==> src/rtl/core/trace_event_correlation_table_defines.svh <==
// ----------------------------------------------------------------------------
// trace_event_correlation_table_defines
// Assertion macros shared by the correlation table files.
// ----------------------------------------------------------------------------
`ifndef TRACE_EVENT_CORRELATION_TABLE_DEFINES_SVH
`define TRACE_EVENT_CORRELATION_TABLE_DEFINES_SVH

// Check an implication at every clock edge outside reset.
`define TECT_ASSERT_IMP(label, ante, cons, msg) \
  label: assert property (@(posedge clk) disable iff (rst) (ante) |-> (cons)) \
    else $error(msg);

// Check an implication in the cycle after the antecedent.
`define TECT_ASSERT_NEXT(label, ante, cons, msg) \
  label: assert property (@(posedge clk) disable iff (rst) (ante) |=> (cons)) \
    else $error(msg);

`endif

==> src/rtl/core/tect_ram.sv <==
// ----------------------------------------------------------------------------
// tect_ram
// Simple dual-port RAM, one write port, one registered read port.
// ----------------------------------------------------------------------------
`timescale 1ns / 1ps

module tect_ram #(
  parameter int WIDTH = 8,
  parameter int DEPTH = 16
) (
  input  logic                     clk,
  input  logic                     we,
  input  logic [$clog2(DEPTH)-1:0] waddr,
  input  logic [WIDTH-1:0]         wdata,
  input  logic                     re,
  input  logic [$clog2(DEPTH)-1:0] raddr,
  output logic [WIDTH-1:0]         rdata
);

  logic [WIDTH-1:0] mem [DEPTH];

  always_ff @(posedge clk) begin
    if (we) begin
      mem[waddr] <= wdata;
    end
    if (re) begin
      rdata <= mem[raddr];
    end
  end

endmodule

==> config.mk <==
export PLATFORM = sky130hd
export DESIGN_NAME = tect_ram
export DESIGN_NICKNAME = d
export VERILOG_FILES = /design/src/rtl/core/trace_event_correlation_table_defines.svh /design/src/rtl/core/tect_ram.sv
export SDC_FILE = /design/constraint.sdc
export NUM_CORES = 1
export LEC_CHECK = 0
export BUFFER_PORTS_ARGS = -buffer_cell sky130_fd_sc_hd__buf_4
export CAP_MARGIN = 25
export CORE_UTILIZATION = 54
export DETAILED_ROUTE_END_ITERATION = 10
export PLACE_DENSITY = 0.74
export SLEW_MARGIN = 30
export SYNTH_ARGS = -nofsm -noshare
export SYNTH_HDL_FRONTEND = slang
export SYNTH_SLANG_ARGS = --single-unit
==> constraint.sdc <==
create_clock -name clk -period 1.4 [get_ports clk]
set_input_delay 0.07 -clock clk [delete_from_list [all_inputs] [get_ports clk]]
set_output_delay 0.07 -clock clk [all_outputs]
set_load 0.01 [all_outputs]
==> results.toml <==
[finish]
antenna_cells = 0
final_cell_area_um2 = 6437
multi_input_comb_area_um2 = 1076
drive_above_1_share_pct = 37.54
fill_cells = 551
fin_util_pct = 69.01
nNetsFinal = 316
syn_to_final_growth_pct = 23.14
seqCellArea_um2 = 4084

[die]
die-area_um2 = 10080
die_x_um = 100.4
coreArea_um2 = 9328
fp.dieH_um = 100.4
initial_utilization_pct = 56.04
std_cell_rows = 35
ios = 27

[sta]
setup_slack_ns = -0.08309
slew-limit-headroom_pct = 45.76
worst_slew_pin_slew_ns = 0.8106
clock.fmax_mhz = 674.3
drv_slew = 0
finalHoldViolCount = 0
setup_viol = 4
grt_setup_unrepaired = "true"
clock_skew_ns = 0.01051
finalCritPeriodShare_pct = 105.9
timing.final.crit_period_ns = 1.483

[placement]
port_buffers = 26
postPlaceCellArea_um2 = 5746
dp_hpwl_um = 6071
gp_congestion = 0.7474

[yosys]
seq_area_frac_synth_pct = 78.12
netlist_area_um2 = 5228
postSynthAreaPerCell_um2 = 22.83
synthesis.nets = 248
yosysWarnings = 0
syn_inst = 229
synth_seq_cells = 136
yosysUniqueCellTypes = 18

[cts]
insertion_delay_ns = 0.51
cts-root-buf = "clkbuf_8"
cts_tree = "built"
ctsLongestPathBuffers = 2
clk_pin_slew_ns = 0.06
cts.sinks = 136
post-cts-setup-buffers = 0
htreeDepth = 4
cts-buffers-inserted = 17

[worst_setup_path]
worstSetupEndpointType = "register"
cp_slowest_stage_delay_ns = 0.52
critical_path.cell_chain = "mux4_2 -> a22oi_2 -> nand2_1"
worstPathArrival_ns = 1.73
start_kind = "register"
worstPathRequired_ns = 1.65
critPathSlowestCell = "mux4_2"
path_class = "register to register"
cp_max_fo = 1

[drt]
drc = 0
vias = 2571
wl_per_cell_um = 23.38
drt_iter0_drc = 163
drtPass1Iterations = 4
ant_nets = 0
routed_wirelength_um = 10240
vias_per_cell = 5.870

[global_routing]
grt_pass1_wl_um = 15390
antenna_found_initial = 0
grt_pass1_vias = 2652
grt_util_all_layers_pct = 22.75
grt_max_degree = 17
grt.overflow.total = 0

[power_and_ir_drop]
power.density_nw_per_um2 = 1470
p_leak_nw = 2.180
irDropWorstVdd_v = 0.0008949

[run_status]
status = "complete, but fails checks"
violations = "negative setup slack"

[min_path]
min-delay-path-class = "input pin to register"

[run]
cap_violations = 0
-- what timing repair did --
item | CTS | global route
endpoints found under the hold margin | 136 | 0
endpoints found under the setup margin | 8 | 8
gates resized for setup | 14 | 1
pin swaps | 5 | 0
hold buffers | 9 | 0
-- logic make-up (layout without fill, tap and decap cells) --
logic type / Yosys count / in the layout / synth area share [%]
and+or+nand+nor: 35 / 35 / 3.136
muxes: 32 / 32 / 14.79
DFF: 136 / 136 / 78.12
AOI/OAI and AO/OA: 16 / 16 / 2.298
buffers and inverters: 10 / 90 / 1.651
-- registers in the layout, summed over array words and instances, names as in the netlist --
signal and flops:
mem 128, rdata 8
-- power by group --
part,total [mW],switching (mW),internal (mW)
combinational,0.512,0.261,0.251
sequential,4.62,0.0320,4.59
clock,4.33,1.62,2.71
-- cell usage in the layout (no fill, tap or decap) --
master / count
nor2b_1: 1
clkinv_2: 3
buf_12: 5
a22oi_1: 8
nand3b_1: 2
nand3_1: 1
nor3_1: 3
nand2b_1: 2
dlygate4sd3_1: 9
clkinv_4: 5
inv_6: 2
and2_1: 1
or3b_2: 1
a22oi_2: 8
clkinvlp_4: 1
clkbuf_16: 16
mux4_2: 25
and2b_1: 1
clkbuf_8: 1
nor3_2: 1
nand2_1: 9
bufinv_16: 3
edfxtp_1: 136
nor2_1: 13
mux4_1: 7
buf_4: 45
-- critical path: cells and delay by family, from the launching register on --
kind | cells | cell delay [ns]
AND/OR/NAND/NOR | 1 | 0.10
multiplexers | 1 | 0.52
AO/OA/AOI/OAI | 1 | 0.19
flip-flops | 1 | 0.41
-- area by class of cell --
class | instances | share of cell area (%)
clock inverter | 14 | 2.702
sequential | 136 | 63.44
clock buffer | 17 | 6.433
multi-input combinational | 83 | 16.72
tap | 129 | 2.507
timing repair buffer | 59 | 8.202
-- path summary, 6_finish.rpt --
kind / start / endpoint / slack, ns / depth (start not counted)
setup / recovery: mem[10][5] / rdata[5] / -0.08 / 3
hold / removal: waddr[0] / mem[0][3] / 0.07 / 3
setup reg to reg: mem[10][5] / rdata[5] / -0.08 / 3
hold reg to reg: mem[7][0] / rdata[0] / 0.77 / 3
-- metal layers --
metal / track usage [%] / vias to the layer above / wire (µm)
met5: 0 / - / 0
met4: 11.93 / 0 / 267
met3: 5.710 / 18 / 412
met2: 36.04 / 95 / 5228
met1: 29.52 / 1348 / 4333
li1: - / 1110 / -
-- synthesized netlist by cell type --
cell type	n	area (µm²)
a22oi_1	16	120.1
and2_1	1	6.260
and2b_1	1	7.510
buf_2	3	15.01
buf_4	1	7.510
buf_6	3	33.78
clkdlybuf4s25_2	3	30.03
edfxtp_1	136	4084
mux4_1	14	367.9
mux4_2	18	405.4
nand2_1	9	33.78
nand2b_1	2	12.51
nand3_1	1	5.000
nand3b_1	2	15.01
nor2_1	13	48.80
nor2b_1	1	6.260
nor3_1	4	20.02
or3b_2	1	8.760
-- through the flow --
step	total power, mW	worst slack [ns]	TNS, ns	std cells	hold WS [ns]
2_1_floorplan	4.932	0.04759	0	229	0.1689
3_3_place_gp	5.150	-0.2358	-1.128	398	0.3691
3_5_place_dp	5.165	-0.2443	-1.288	398	0.3831
4_1_cts	9.509	-0.06323	-0.09977	438	0.04810
5_1_grt	9.704	-0.09696	-0.3830	438	0.05892
6_report	9.466	-0.08309	-0.1469	438	0.07407
Note: power is estimated with default switching activity, not from simulation.
